===== config.mk =====
export PLATFORM = sky130hd
export DESIGN_NAME = sesstab_cmp
export DESIGN_NICKNAME = d
export VERILOG_FILES = /design/src/design/sesstab_pkg.sv /design/src/design/sesstab_cmp.sv
export SDC_FILE = /design/constraint.sdc
export NUM_CORES = 1
export LEC_CHECK = 0
export BUFFER_PORTS_ARGS = -buffer_cell sky130_fd_sc_hd__buf_2
export CAP_MARGIN = 20
export CORE_AREA = 2 2 81 83
export DETAILED_ROUTE_END_ITERATION = 7
export DIE_AREA = 0 0 83 85
export GPL_TIMING_DRIVEN = 0
export PLACE_DENSITY_LB_ADDON = 0.08
export SLEW_MARGIN = 10
export SYNTH_ARGS = -nofsm -noshare
export SYNTH_HDL_FRONTEND = slang
export SYNTH_SLANG_ARGS = --single-unit

===== constraint.sdc =====
create_clock -name vclk -period 1.13
set_input_delay 0 -clock vclk [all_inputs]
set_output_delay 0 -clock vclk [all_outputs]
set_load 0.02 [all_outputs]

===== src/design/sesstab_pkg.sv =====
// Shared types, constants and helpers for the session table with ID allocator.
// Used by sesstab_cmp, the top level session_table_with_id_allocator and sesstab_chk.
// No dependencies.
package sesstab_pkg;

  // Command codes carried on s_tuser
  localparam logic [1:0] CMD_INSERT     = 2'd0;
  localparam logic [1:0] CMD_DELETE     = 2'd1;
  localparam logic [1:0] CMD_LOOKUP_KEY = 2'd2;
  localparam logic [1:0] CMD_LOOKUP_ID  = 2'd3;

  localparam int ADDR_W   = 32;
  localparam int PORT_W   = 16;
  localparam int HANDLE_W = 16;
  localparam int ID_W     = 31;
  localparam int COUNT_W  = 7;

  // Largest identifier; allocation wraps from here back to 1
  localparam logic [ID_W-1:0] ID_LIMIT = 31'd2000000000;

  // Payload widths on the stream ports
  localparam int IN_DATA_W  = 96;
  localparam int OUT_DATA_W = 56;

  // One table slot as held in memory
  typedef struct packed {
    logic                valid;
    logic [ADDR_W-1:0]   address;
    logic [PORT_W-1:0]   port;
    logic [ID_W-1:0]     id;
    logic [HANDLE_W-1:0] handle;
  } slot_t;

  localparam int SLOT_W = $bits(slot_t);

  // Per-slot compare results from the shared compare unit
  typedef struct packed {
    logic key_match;
    logic id_match;
    logic is_free;
    logic id_greater;
  } cmp_flags_t;

  // Successor of an identifier, wrapping past the limit to 1
  function automatic logic [ID_W-1:0] next_id(input logic [ID_W-1:0] v);
    logic [ID_W-1:0] r;
    if (v >= ID_LIMIT) begin
      r = {{(ID_W-1){1'b0}}, 1'b1};
    end else begin
      r = v + {{(ID_W-1){1'b0}}, 1'b1};
    end
    return r;
  endfunction

endpackage


===== src/design/sesstab_cmp.sv =====
// Shared slot compare unit: key match, ID match, free slot and running maximum.
// Depends on sesstab_pkg for slot_t and cmp_flags_t.
module sesstab_cmp (
  input  sesstab_pkg::slot_t                    slot,
  input  logic [sesstab_pkg::ADDR_W-1:0]        key_address,
  input  logic [sesstab_pkg::PORT_W-1:0]        key_port,
  input  logic [sesstab_pkg::ID_W-1:0]          target_id,
  input  logic [sesstab_pkg::ID_W-1:0]          max_id,
  output sesstab_pkg::cmp_flags_t               flags
);

  // Compare one slot word against the current search terms
  always_comb begin
    flags.key_match  = slot.valid && (slot.address == key_address) && (slot.port == key_port);
    flags.id_match   = slot.valid && (slot.id == target_id);
    flags.is_free    = !slot.valid;
    flags.id_greater = slot.valid && (slot.id > max_id);
  end

endmodule


==> flow_summary.toml <==
[status]
status = "finished with violations"
failed_checks = "setup timing"

[cts]
cts_hold_buf = 0

[yosys]
synth.avg_cell_area_um2 = 7.48
syn_area_um2 = 1670
syn-num-nets = 460
synth_area_leaders = "ha_1 23%, xor2_1 20%, xnor2_1 17%"
ys_warn_count = 0
synth_top_area_share_pct = 23.3
yosysTopAreaCell = "ha_1"
synth.distinct_cells = 28
yosysSeqAreaShare_pct = 0
syn-instance-count = 223

[cells_and_area]
seq_area_um2 = 0
seq_cells = 0
area_delta_synth_final_pct = 86.8
clkbuf_count = 0
nNetsFinal = 664
final_util_pct = 50.2
layout-drive-gt1-share_pct = 55.1
diodes = 0

[sta]
max_clock_freq_mhz = 704
worst_pin_slew_ns = 0.290
rsz0062_at_grt = "true"
worst_slack_ns = -0.290
slew_viol_final = 0
period_needed_ns = 1.42
finalHoldViolations = 0
hold_ws_ns = 0.336
slew_headroom_pct = 80.5
finalSetupViolations = 3
final.period_utilization_pct = 126

[critical_path]
crit_type = "input port to primary output"
crit_start = "max_id[30]"
cp-start-kind = "input port"
max_stage_delay_ns = 0.29
cp.arrival_ns = 1.42
cp_max_fo = 3
required_ns = 1.13
worstPathCellList = "buf_2, inv_1, ha_4, nand4_1, buf_4, nor4_4, a31oi_1, a21boi_2, buf_6"
critPathSlowestCell = "nor4_4"
end_kind = "primary output"

[worst_hold_path]
min_path_cells = 3
min_to = "flags[3]"
hold_path.startpoint = "slot[72]"
min_path_type = "input port to primary output"

[detailed_routing]
routedWlPerCell_um = 12.4
drt_iter0_drc = 13
wirelength_um = 6240
viasPerCell = 4.60
route.detailed.drc = 0
via_count = 2307
postRouteAntennaNets = 0
drt_pre_antenna_iters = 4

[job]
drv_cap = 0

[die]
num_rows = 29
die-width_um = 83
die_h_um = 85
coreArea_um2 = 6200
dieArea_um2 = 7060
ios = 210
initial_core_util_pct = 26.9

[placement]
port_buffers = 194
gp_congestion = 0.801
place_ws_ns = -0.487
hpwl_um = 5830

[global_route]
grt-ovfl-total = 0
grt_pass1_vias = 2358
grt_pass1_wl_um = 9880
grt_usage_pct = 16.5
grt_max_degree = 4
antenna_found_initial = 0

[power_and_ir_drop]
max-vdd-ir-drop_uv = 182
leakage_nw = 1.65
power_density_nw_per_um2 = 335
[cell type report]
type	count	area, um^2
inverter	41	154
multi-input combinational	182	1780
timing repair buffer	202	1090
tap	77	96.3
fill	641	3090
[power by group]
group	leakage [nW]	internal [mW]	switching [mW]	total, mW
Clock	0	0	0	0
Combinational	1.65	0.583	0.461	1.04
Sequential	0	0	0	0
[critical path: cells and delay by family]
family / cells / cell delay (ns)
AND/OR/NAND/NOR: 2 / 0.42
buffers and inverters: 4 / 0.45
adder cells (fa/ha/maj): 1 / 0.26
AO/OA/AOI/OAI: 2 / 0.28
[cells in the mapped netlist]
cell	n
inv_1	41
xor2_1	38
nor3_1	2
o41ai_1	1
o2bb2ai_1	2
nand3_1	6
o22ai_1	3
a221oi_1	2
a31oi_1	1
nor4_1	13
a211oi_1	2
o31a_1	1
xnor2_1	32
nand2_1	3
a22o_1	1
a21oi_1	11
a221o_1	1
a21o_1	3
a21boi_1	1
nor4_2	1
nor2_1	3
ha_1	31
a21boi_0	1
o21ai_0	2
nand3b_1	1
a2111oi_2	1
o211ai_1	1
nand4_1	18
[routing by layer]
layer  part of all wire [%]  wire length [um]  global-route usage, %
met2                     54              3400                   35.0
met1                     37              2300                   17.5
met4                   0.62                39                  0.894
met5                      0                 0                      0
met3                    8.2               510                   2.72
[kinds of logic after synthesis]
kind of cell / after synthesis / share of synthesized area (%)
xor+xnor: 70 / 36.8
fa+ha+maj: 31 / 23.3
compound gates: 34 / 14.2
simple gates: 47 / 16.6
buf+inv: 41 / 9.23
[through the flow]
stage | power [mW] | instance area [um^2] | setup TNS [ns] | cells
after global routing | 1.17 | 3120 | -0.901 | 502
final | 1.04 | 3120 | -0.545 | 502
after CTS | 1.03 | 3070 | -0.713 | 502
after floorplan | 0.432 | 1700 | -0.0613 | 223
after detailed placement | 0.917 | 2770 | -0.973 | 494
after global placement | 0.901 | 2770 | -0.921 | 494
[worst max-delay path by stage]
stage          depth (start not counted)  slack, ns       end
6_report                               9      -0.29  flags[0]
2_1_floorplan                          6      -0.06  flags[0]
3_5_place_dp                           8      -0.49  flags[0]
5_1_grt                                9      -0.37  flags[0]
3_3_place_gp                           8      -0.46  flags[0]
4_1_cts                                8      -0.33  flags[0]
[layout by cell type, fill, tap and decap left out, types with 4 or more instances in the layout]
cell / Yosys / routed
a21oi_1: 11 / 10
buf_2: 0 / 184
buf_4: 0 / 10
buf_6: 0 / 7
ha_1: 31 / 19
ha_4: 0 / 12
inv_1: 41 / 37
inv_2: 0 / 4
nand3_1: 6 / 6
nand4_1: 18 / 18
nor4_1: 13 / 6
nor4_2: 1 / 6
xnor2_1: 32 / 31
xor2_1: 38 / 38
[timing repair]
| action | in CTS | in global routing |
|---|---|---|
| endpoints found under the setup margin | 3 | 3 |
| cloned | 0 | 0 |
| hold endpoints to repair | 0 | 0 |
| gates resized for setup | 36 | 9 |
| setup buffers | 8 | 0 |
| pin swaps | 14 | 4 |
Note: power is estimated with default switching activity, not from simulation.
